$ cat config.mk
export PLATFORM = sky130hd
export DESIGN_NAME = rgba_scanline_pixel_extractor_core
export DESIGN_NICKNAME = d
export VERILOG_FILES = /design/src/hdl/rse_pkg.sv /design/src/hdl/rse_scan.sv /design/src/hdl/rgba_scanline_pixel_extractor_core.sv
export SDC_FILE = /design/constraint.sdc
export NUM_CORES = 1
export LEC_CHECK = 0
export ABC_AREA = 0
export BUFFER_PORTS_ARGS = -buffer_cell sky130_fd_sc_hd__buf_2
export CELL_PAD_IN_SITES_DETAIL_PLACEMENT = 0
export CELL_PAD_IN_SITES_GLOBAL_PLACEMENT = 1
export CORE_MARGIN = 5
export CORE_UTILIZATION = 45
export DETAILED_ROUTE_END_ITERATION = 8
export GPL_TIMING_DRIVEN = 1
export PLACE_DENSITY = 0.75
export SLEW_MARGIN = 15
export SYNTH_ARGS = -nofsm -noshare
export SYNTH_HDL_FRONTEND = slang
export SYNTH_HIERARCHICAL = 1
export SYNTH_SLANG_ARGS = --single-unit
$ cat constraint.sdc
create_clock -name clk_i -period 5.67 [get_ports clk_i]
set_clock_uncertainty 0.1 [all_clocks]
set_input_delay 1.134 -clock clk_i [delete_from_list [all_inputs] [get_ports clk_i]]
set_output_delay 1.134 -clock clk_i [all_outputs]
set_load 0.01 [all_outputs]
$ cat src/hdl/rse_pkg.sv
package rse_pkg;

  // fixed widths of the stream and result fields
  localparam int unsigned ByteBits   = 8;
  localparam int unsigned FieldBits  = 16;
  localparam int unsigned CoordBitsDefault = 16;

  // configuration register indexes
  localparam int unsigned CfgIdxBits = 1;
  localparam logic [CfgIdxBits-1:0] CfgImageWidth  = 1'b0;
  localparam logic [CfgIdxBits-1:0] CfgImageHeight = 1'b1;

  // reset size of the image
  localparam logic [FieldBits-1:0] SizeReset = 16'd1;

  // byte value of a fully saturated channel
  localparam logic [ByteBits-1:0] ByteFull = 8'hff;

  // position of the next byte inside a row
  typedef enum logic [2:0] {
    PhFilter = 3'd0,
    PhRed    = 3'd1,
    PhGreen  = 3'd2,
    PhBlue   = 3'd3,
    PhAlpha  = 3'd4
  } phase_e;

  // one extracted pixel
  typedef struct packed {
    logic [FieldBits-1:0] pixel_column;
    logic [FieldBits-1:0] pixel_row;
    logic [ByteBits-1:0]  red;
    logic [ByteBits-1:0]  green;
    logic [ByteBits-1:0]  blue;
    logic                 kept;
    logic                 image_end;
  } pixel_t;

  // image size as seen by the scanner
  typedef struct packed {
    logic [FieldBits-1:0] image_width;
    logic [FieldBits-1:0] image_height;
  } size_t;

endpackage

$ cat src/hdl/rse_scan.sv
module rse_scan #(
  parameter int unsigned CoordBits = rse_pkg::CoordBitsDefault
) (
  input  logic                         clk_i,
  input  logic                         rst_ni,
  input  rse_pkg::size_t               size_i,
  input  logic                         byte_take_i,
  input  logic [rse_pkg::ByteBits-1:0] data_byte_i,
  output logic                         blue_phase_o,
  output logic                         emit_o,
  output rse_pkg::pixel_t              pixel_o
);

  localparam int unsigned CmpBits =
    ((CoordBits > rse_pkg::FieldBits) ? CoordBits : rse_pkg::FieldBits) + 1;

  rse_pkg::phase_e phase_q, phase_d;
  logic [CoordBits-1:0] col_q, col_d;
  logic [CoordBits-1:0] row_q, row_d;
  logic [rse_pkg::ByteBits-1:0] red_q, red_d;
  logic [rse_pkg::ByteBits-1:0] green_q, green_d;
  logic first_q, first_d;

  logic last_col, last_row;
  logic is_null, all_full, marker;

  // end of row and end of image compares
  assign last_col = (CmpBits'(col_q) + CmpBits'(1)) >= CmpBits'(size_i.image_width);
  assign last_row = (CmpBits'(row_q) + CmpBits'(1)) >= CmpBits'(size_i.image_height);

  // pixel classification on the blue byte
  assign is_null  = (red_q == '0) && (green_q == '0) && (data_byte_i == '0);
  assign all_full = (red_q == rse_pkg::ByteFull) && (green_q == rse_pkg::ByteFull) &&
                    (data_byte_i == rse_pkg::ByteFull);
  assign marker   = first_q && all_full && (col_q == '0);

  assign blue_phase_o = (phase_q == rse_pkg::PhBlue);

  // next byte phase
  always_comb begin
    unique case (phase_q)
      rse_pkg::PhRed:   phase_d = rse_pkg::PhGreen;
      rse_pkg::PhGreen: phase_d = rse_pkg::PhBlue;
      rse_pkg::PhBlue:  phase_d = rse_pkg::PhAlpha;
      rse_pkg::PhAlpha: phase_d = last_col ? rse_pkg::PhFilter : rse_pkg::PhRed;
      default:          phase_d = rse_pkg::PhRed;
    endcase
  end

  // held bytes, counters and the result per phase
  always_comb begin
    col_d   = col_q;
    row_d   = row_q;
    red_d   = red_q;
    green_d = green_q;
    first_d = first_q;
    emit_o  = 1'b0;
    unique case (phase_q)
      rse_pkg::PhRed:   red_d = data_byte_i;
      rse_pkg::PhGreen: green_d = data_byte_i;
      rse_pkg::PhBlue: begin
        emit_o = 1'b1;
        if (!is_null && !marker) begin
          first_d = 1'b0;
        end
      end
      rse_pkg::PhAlpha: begin
        if (last_col) begin
          col_d = '0;
          if (last_row) begin
            row_d   = '0;
            first_d = 1'b1;
          end else begin
            row_d = row_q + CoordBits'(1);
          end
        end else begin
          col_d = col_q + CoordBits'(1);
        end
      end
      default: ;
    endcase
  end

  // result fields
  always_comb begin
    pixel_o.pixel_column = rse_pkg::FieldBits'(col_q);
    pixel_o.pixel_row    = rse_pkg::FieldBits'(row_q);
    pixel_o.red          = red_q;
    pixel_o.green        = green_q;
    pixel_o.blue         = data_byte_i;
    pixel_o.kept         = !marker;
    pixel_o.image_end    = last_col && last_row;
  end

  // control state
  always_ff @(posedge clk_i or negedge rst_ni) begin
    if (!rst_ni) begin
      phase_q <= rse_pkg::PhFilter;
      col_q   <= '0;
      row_q   <= '0;
      red_q   <= '0;
      green_q <= '0;
      first_q <= 1'b1;
    end else if (byte_take_i) begin
      phase_q <= phase_d;
      col_q   <= col_d;
      row_q   <= row_d;
      red_q   <= red_d;
      green_q <= green_d;
      first_q <= first_d;
    end
  end

endmodule

$ cat src/hdl/rgba_scanline_pixel_extractor_core.sv
// RGBA scanline pixel extractor
//
// The input channel (in_valid_i / in_stall_o / data_byte_i) carries the
// unfiltered image stream one byte per transfer in raster order: each row is
// one filter byte followed by image_width pixels of red, green, blue, alpha.
// The output channel (out_valid_o / out_stall_i / pixel fields) carries one
// transfer per pixel, made on its blue byte, with column, row, RGB, a kept
// flag (low for a row-end marker) and image_end on the last pixel.
// Image size is set through cfg_we_i / cfg_index_i / cfg_wdata_i; the user
// must write it only while idle, which the block itself does not enforce.
//
// Throughput is one byte per cycle while no blue byte is held off. The pixel
// appears in the output register the cycle after its blue byte is taken. Only
// the blue byte needs room in the output register, so while a pixel waits
// under out_stall_i, filter, red, green and alpha bytes keep flowing; a blue
// byte is held off until the pixel is taken. Reset empties the output, sets
// width and height to one and waits for the filter byte of row zero.
module rgba_scanline_pixel_extractor_core #(
  parameter int unsigned COORD_BITS = rse_pkg::CoordBitsDefault
) (
  input  logic                           clk_i,
  input  logic                           rst_ni,
  input  logic                           cfg_we_i,
  input  logic [rse_pkg::CfgIdxBits-1:0] cfg_index_i,
  input  logic [rse_pkg::FieldBits-1:0]  cfg_wdata_i,
  input  logic                           in_valid_i,
  output logic                           in_stall_o,
  input  logic [rse_pkg::ByteBits-1:0]   data_byte_i,
  output logic                           out_valid_o,
  input  logic                           out_stall_i,
  output logic [rse_pkg::FieldBits-1:0]  pixel_column_o,
  output logic [rse_pkg::FieldBits-1:0]  pixel_row_o,
  output logic [rse_pkg::ByteBits-1:0]   red_o,
  output logic [rse_pkg::ByteBits-1:0]   green_o,
  output logic [rse_pkg::ByteBits-1:0]   blue_o,
  output logic                           kept_o,
  output logic                           image_end_o
);

  rse_pkg::size_t  size_q;
  rse_pkg::pixel_t scan_pixel;
  rse_pkg::pixel_t pix_q;
  logic out_valid_q;
  logic blue_phase;
  logic scan_emit;
  logic in_take;
  logic out_busy;

  // configuration registers
  always_ff @(posedge clk_i or negedge rst_ni) begin
    if (!rst_ni) begin
      size_q.image_width  <= rse_pkg::SizeReset;
      size_q.image_height <= rse_pkg::SizeReset;
    end else if (cfg_we_i) begin
      unique case (cfg_index_i)
        rse_pkg::CfgImageWidth:  size_q.image_width  <= cfg_wdata_i;
        rse_pkg::CfgImageHeight: size_q.image_height <= cfg_wdata_i;
        default: ;
      endcase
    end
  end

  // only a blue byte needs a free output register
  assign out_busy   = out_valid_q && out_stall_i;
  assign in_stall_o = out_busy && blue_phase;
  assign in_take    = in_valid_i && !in_stall_o;

  rse_scan #(
    .CoordBits(COORD_BITS)
  ) u_scan (
    .clk_i       (clk_i),
    .rst_ni      (rst_ni),
    .size_i      (size_q),
    .byte_take_i (in_take),
    .data_byte_i (data_byte_i),
    .blue_phase_o(blue_phase),
    .emit_o      (scan_emit),
    .pixel_o     (scan_pixel)
  );

  // output register
  always_ff @(posedge clk_i or negedge rst_ni) begin
    if (!rst_ni) begin
      out_valid_q <= 1'b0;
    end else if (in_take && scan_emit) begin
      out_valid_q <= 1'b1;
    end else if (!out_stall_i) begin
      out_valid_q <= 1'b0;
    end
  end

  always_ff @(posedge clk_i) begin
    if (in_take && scan_emit) begin
      pix_q <= scan_pixel;
    end
  end

  assign out_valid_o    = out_valid_q;
  assign pixel_column_o = pix_q.pixel_column;
  assign pixel_row_o    = pix_q.pixel_row;
  assign red_o          = pix_q.red;
  assign green_o        = pix_q.green;
  assign blue_o         = pix_q.blue;
  assign kept_o         = pix_q.kept;
  assign image_end_o    = pix_q.image_end;

  // a waiting pixel is never overwritten
  assert property (@(posedge clk_i) disable iff (!rst_ni)
    !(in_take && scan_emit && out_valid_q && out_stall_i))
    else $error("pixel overwritten while output stalled");

  // a pixel with kept low (a marker) is a saturated pixel at column zero
  assert property (@(posedge clk_i) disable iff (!rst_ni)
    (out_valid_o && !kept_o) |-> (pixel_column_o == '0) &&
      (red_o == rse_pkg::ByteFull) && (green_o == rse_pkg::ByteFull) &&
      (blue_o == rse_pkg::ByteFull))
    else $error("row-end marker with wrong fields");

  // input is held off only by a waiting pixel
  assert property (@(posedge clk_i) disable iff (!rst_ni)
    in_stall_o |-> (out_valid_o && blue_phase))
    else $error("input stalled without a waiting pixel");

endmodule

# After elaboration in Yosys (flattened, before gate mapping)

Cells that the tools add are included.

Bits of input ports: 30
Register bits after elaboration: 143
Output and inout port bits: 60

$add $sub $neg: 4
Bitwise gates (word level): 1
Magnitude comparators: 2
Equality and inequality tests: 11
Mux-type cells: 11
Reductions and logical operators: 27

Operator list:

| kind                                                | count |
|---|---|
| adder 16 x 1 -> 17 bit, second input constant       | 2 |
| greater-or-equal comparator 17 x 16 -> 1 bit        | 2 |
| adder 16 x 1 -> 16 bit, second input constant       | 2 |
| 2-to-1 mux 16 bit                                   | 2 |
| equality test 8 bit, second input constant          | 3 |
| zero test 8 bit                                     | 3 |
| zero test 16 bit                                    | 1 |
| logical AND 1 bit                                   | 12 |
| case mux 3 bit (4 select lines)                     | 1 |
| AND reduction 2 bit                                 | 5 |
| != test 2 x 1 -> 1 bit, second input constant       | 4 |
| 2-to-1 mux 1 bit                                    | 7 |
| equality test 3 x 2 -> 1 bit, second input constant | 2 |
| AND reduction 5 bit                                 | 1 |
| equality test 3 x 1 -> 1 bit, second input constant | 1 |
| equality test 3 bit, second input constant          | 1 |
| zero test 1 bit                                     | 3 |
| AND reduction 3 bit                                 | 1 |
| case mux 1 bit (2 select lines)                     | 1 |
| nonzero test 2 bit                                  | 1 |
| inverter 1 bit                                      | 1 |

# Longest topological paths before layout

Depth in word-level cells: 9
Depth in mapped cells: 14

# Hierarchy

The synthesis kept the hierarchy.

By module, submodules not included:

| module                             | times used | seq. area each (µm²) | area each (µm²) | cells each |
|---|---|---|---|---|
| rse_scan                           | 1          | 1302.5               | 4042.6          | 429 |
| rgba_scanline_pixel_extractor_core | 1          | 2570.0               | 3044.2          | 134 |

# Worst setup path before layout

Ideal clock, no wire load.

Path type: input -> register
Start point: input out_stall_i
End point: register pix_q (netlist bit blue_o[0]) (enable)
Arrival time: 3.803 ns
Slack: 1.292 ns
Path buffers: 0
Cell stages on the path: 2
Path through: and3_1 nor2_1

Cells in the longest elaborated chain, start to end: 5

RTL lines:

| what                 | RTL line                                 | text |
|---|---|---|
| from (decl)          | rgba_scanline_pixel_extractor_core.sv:30 | `input logic out_stall_i,` |
| logical AND 1 bit    | rgba_scanline_pixel_extractor_core.sv:64 | `assign out_busy = out_valid_q && out_stall_i;` |
| logical AND 1 bit    | rgba_scanline_pixel_extractor_core.sv:65 | `assign in_stall_o = out_busy && blue_phase;` |
| zero test 1 bit      | rgba_scanline_pixel_extractor_core.sv:66 | `assign in_take = in_valid_i && !in_stall_o;` |
| logical AND 1 bit    | rgba_scanline_pixel_extractor_core.sv:66 |  |
| logical AND 1 bit    | rgba_scanline_pixel_extractor_core.sv:93 | `if (in_take && scan_emit) begin` |
| to (signal assigned) | rgba_scanline_pixel_extractor_core.sv:94 | `pix_q <= scan_pixel;` |
| to (decl)            | rgba_scanline_pixel_extractor_core.sv:42 | `rse_pkg::pixel_t pix_q;` |

No other way between the ends.
A chain may end at the register's enable or synchronous reset.

# Final worst setup path

Start point: register u_scan.col_q[0]
End point: register u_scan.row_q[0]

Cells in the longest elaborated chain, start to end: 3

RTL lines:

| what                                         | RTL line        | text |
|---|---|---|
| from (decl)                                  | rse_scan.sv:18  | `logic [CoordBits-1:0] col_q, col_d;` |
| from (signal assigned)                       | rse_scan.sv:106 | `col_q <= col_d;` |
| adder 16 x 1 -> 17 bit                       | rse_scan.sv:28  | `assign last_col = (CmpBits'(col_q) + CmpBits'(1)) >= CmpBits'(size_i.image_width);` |
| greater-or-equal comparator 17 x 16 -> 1 bit | rse_scan.sv:28  |  |
| AND reduction 3 bit (no source line)         | n/a             |  |
| to (signal assigned)                         | rse_scan.sv:107 | `row_q <= row_d;` |
| to (decl)                                    | rse_scan.sv:19  | `logic [CoordBits-1:0] row_q, row_d;` |

No other way between the ends.

==> results.yml <==
pwr:
  seqPwrFrac_pct: 45.0
  switching_share_pct: 30.3
  peakVddDrop_v: 0.000209
  p_comb_share_pct: 21.8
  power_density_nw_per_um2: 420
  switching_power_w: 0.00105
  clockPowerShare_pct: 33.3
  internal_power_w: 0.00242
  p_leak_nw: 3.64
route:
  drtIter0Drc: 209
  drtPass1Iterations: 4
  drt-vias-per-instance: 5.44
  drc: 0
  avgRoutedWirePerCell_um: 18.1
  vias: 4751
  final_antenna_net_count: 0
  wl_um: 15800
grt:
  grt_max_degree: 62
  antenna_found_initial: 0
  grt_pass1_wl_um: 25400
  first_global_vias: 4865
  grt-ovfl-total: 0
  grt_usage_pct: 17.7
clocking:
  clk_pin_slew_ps: 60
  cts-root-buf: "clkbuf_16"
  worst_skew_pair.late_latency_ps: 420
  cts_tree: "built"
  cts_setup_buffers: 0
  ctsHoldBuffers: 0
  cts.sinks: 143
  cts_buffer_depth: 2
  h-tree-depth: 4
  cts_buffers: 17
  ctsResizeCount: 0
logic_synthesis:
  synth_top_cell_area_share_pct: 29.0
  yosysTopAreaCell: "dfrtp_1"
  synth_cells: 563
  syn-mean-instance-area_um2: 12.6
  async_reset_ff_share_pct: 59.4
  seq_area_frac_synth_pct: 54.6
  synth_edf_count: 58
  yosys.cell_types.count: 66
  yosysWarnings: 6
  netlist_area_um2: 7090
  ys_top_cells_by_area: "dfrtp_1, edfxtp_1, mux2_2"
  syn_nets: 628
  synth_ff_type: "dfrtp_1"
  ys_ff_latch: 143
placement:
  dpl.hpwl_um: 11500
  io_buffers: 89
  gp_congestion: 0.830
  dpl_cell_area_um2: 7660
timing:
  worst_pin_slew_ps: 1010
  setup_viol: 0
  finalMaxSlewViolations: 0
  fmax_mhz: 243
  fin_crit_ps: 4110
  finalCritPeriodShare_pct: 72.5
  finalSetupTns_ps: 0
  grt_setup_unrepaired: "no"
  finalHoldViolations: 0
  slew-limit-headroom_pct: 32.5
worst_setup_path:
  critPathLaunchType: "register"
  cp_max_fo: 13
  worstPathRequired_ps: 5870
  critPathArrivalTime_ps: 4310
  endpoint_kind: "register"
  path_class: "reg2reg"
floorplanning:
  dieHeight_um: 135
  core_area_um2: 15300
  ioPinCount: 90
  initial_core_util_pct: 46.3
  fp.dieW_um: 135
  die_area_um2: 18400
  fp-row-count: 45
cells_and_area:
  drive_gt1_share_pct: 30.1
  n_fill_cell: 1318
  fin_nets: 714
  syn2layout_area_growth_pct: 16.8
  antenna_cells: 0
  fin_area_um2: 8270
run:
  drv_cap: 0
worst_hold_path:
  hp-class: "reg2reg"
run_status:
  status: "complete, no violations"
==> placed cells by master (no fill, tap or decap), types with 3 or more instances in the layout <==
| cell | n |
|---|---|
| buf_2 | 88 |
| dfrtp_1 | 82 |
| edfxtp_1 | 58 |
| inv_1 | 47 |
| mux2_2 | 39 |
| ha_1 | 35 |
| nand2_1 | 25 |
| o21ai_0 | 23 |
| xnor2_1 | 19 |
| nand4_1 | 19 |
| nand3_1 | 18 |
| clkbuf_16 | 17 |
| nor2_1 | 17 |
| a21oi_1 | 13 |
| nor4_1 | 11 |
| mux2_4 | 10 |
| a22o_1 | 10 |
| xor2_1 | 9 |
| nor2b_1 | 6 |
| buf_4 | 6 |
| a211oi_1 | 6 |
| o211ai_1 | 6 |
| and4_1 | 5 |
| nor3_1 | 5 |
| and3_1 | 4 |
| bufinv_16 | 4 |
| o21bai_1 | 4 |
| a31oi_1 | 4 |
| or4_1 | 4 |
| a21o_1 | 4 |
| clkinv_2 | 3 |
| dfstp_2 | 3 |
| and2_1 | 3 |
| and4b_1 | 3 |
==> logic make-up after synthesis <==
logic type,count (synthesis),share of synthesized area [%]
multiplexers,50,8.46
buffers and inverters,74,5.26
XOR/XNOR,28,3.46
AO/OA/AOI/OAI,91,9.50
flip-flops,143,54.6
adder cells (fa/ha/maj),35,6.18
AND/OR/NAND/NOR,142,12.5
==> synth_stat cells, types with 2 or more instances <==
library cell	number
xor2_1	9
o21bai_1	4
buf_4	11
dfstp_2	3
o211ai_1	6
nand4_4	2
and3_2	2
dfrtp_1	82
clkbuf_1	5
nand4_1	19
nand3_1	18
inv_1	47
buf_6	4
o22ai_1	2
a31oi_1	4
mux2_2	39
a211o_1	2
a211oi_2	2
nor2_1	18
nor3_1	5
mux2_4	10
nor2b_1	6
and2_1	3
or3_1	2
edfxtp_1	58
nor4_1	11
o21ai_1	2
a22o_1	10
a211oi_1	6
xnor2_1	19
nand2_1	25
and4_1	5
nand2_2	2
or4_1	4
a21oi_1	13
nor3_2	2
buf_2	6
o21ai_0	23
and3_1	4
and4b_1	3
o2bb2ai_1	2
a21o_1	4
nor4_2	2
ha_1	35
==> final timing paths <==
| path | startpoint | end | slack, ps | depth (start not counted) |
|---|---|---|---|---|
| max | u_scan/col_q[0] | u_scan/row_q[0] | 1560 | 13 |
| min | u_scan/red_q[1] | red_o[1] | 390 | 0 |
| max reg2reg | u_scan/col_q[0] | u_scan/row_q[0] | 1560 | 13 |
| min reg2reg | u_scan/red_q[1] | red_o[1] | 390 | 0 |
| max in group asynchronous | rst_ni | u_scan/row_q[4] | 3830 | 2 |
| min in group asynchronous | rst_ni | size_q[17] | 530 | 1 |
==> per-stage QoR <==
| stage | std cells | worst slack (ps) | hold WS (ps) | utilization [%] | total power (W) |
|---|---|---|---|---|---|
| after floorplan | 563 | 1290 | 320 | - | 0.00206 |
| after global placement | 841 | 1630 | 362 | 50.0 | 0.00231 |
| after detailed placement | 841 | 1620 | 381 | 50.0 | 0.00234 |
| after CTS | 873 | 1580 | 396 | 54.0 | 0.00351 |
| after global routing | 873 | 1280 | 417 | 54.0 | 0.00365 |
| final | 873 | 1560 | 393 | 54.0 | 0.00347 |
==> cell type report <==
class | count | area, um2 | share of cell area (%)
Clock buffer | 18 | 429 | 5.19
Multi-Input combinational cell | 346 | 2860 | 34.5
Sequential cell | 143 | 3870 | 46.8
Timing Repair Buffer | 94 | 485 | 5.87
Clock inverter | 14 | 189 | 2.28
Inverter | 47 | 176 | 2.13
Tap cell | 211 | 264 | 3.19
==> power by group through the flow <==
stage	Combinational [W]	Clock (W)	Sequential, W
floorplan	0.000504	0	0.00156
global placement	0.000743	0	0.00157
detailed placement	0.000762	0	0.00158
CTS	0.000767	0.00118	0.00156
global route	0.000839	0.00122	0.00159
finish	0.000756	0.00115	0.00156
==> critical path, stage by stage (launching register included) <==
cell and delay (ps):
dfrtp_1 440, ha_1 290, nand3_4 140, nor2_1 260, and3_1 240, xor2_1 230, ha_1 290, nand4_1 110
nor3_1 70, a2111oi_1 590, o311a_1 450, buf_4 290, nor3_2 150, mux2_2 340
==> state kept, by name, indices dropped and copies added (netlist names) <==
| register | cells |
|---|---|
| green_o | 8 |
| u_scan/green_q | 8 |
| pixel_row_o | 16 |
| kept_o | 1 |
| u_scan/red_q | 8 |
| pixel_column_o | 16 |
| red_o | 8 |
| u_scan/phase_q | 3 |
| blue_o | 8 |
| image_end_o | 1 |
| u_scan/first_q | 1 |
| out_valid_o | 1 |
| u_scan/col_q | 16 |
| u_scan/row_q | 16 |
| size_q | 32 |
==> per-layer routing <==
metal | vias to the layer above | GRT usage, % | wire (um)
li1 | 2267 | - | -
met1 | 2305 | 22.4 | 6930
met2 | 151 | 28.9 | 7630
met3 | 28 | 4.35 | 855
met4 | 0 | 7.67 | 381
met5 | - | 0 | 0
Power figures use the tool's default switching activity.
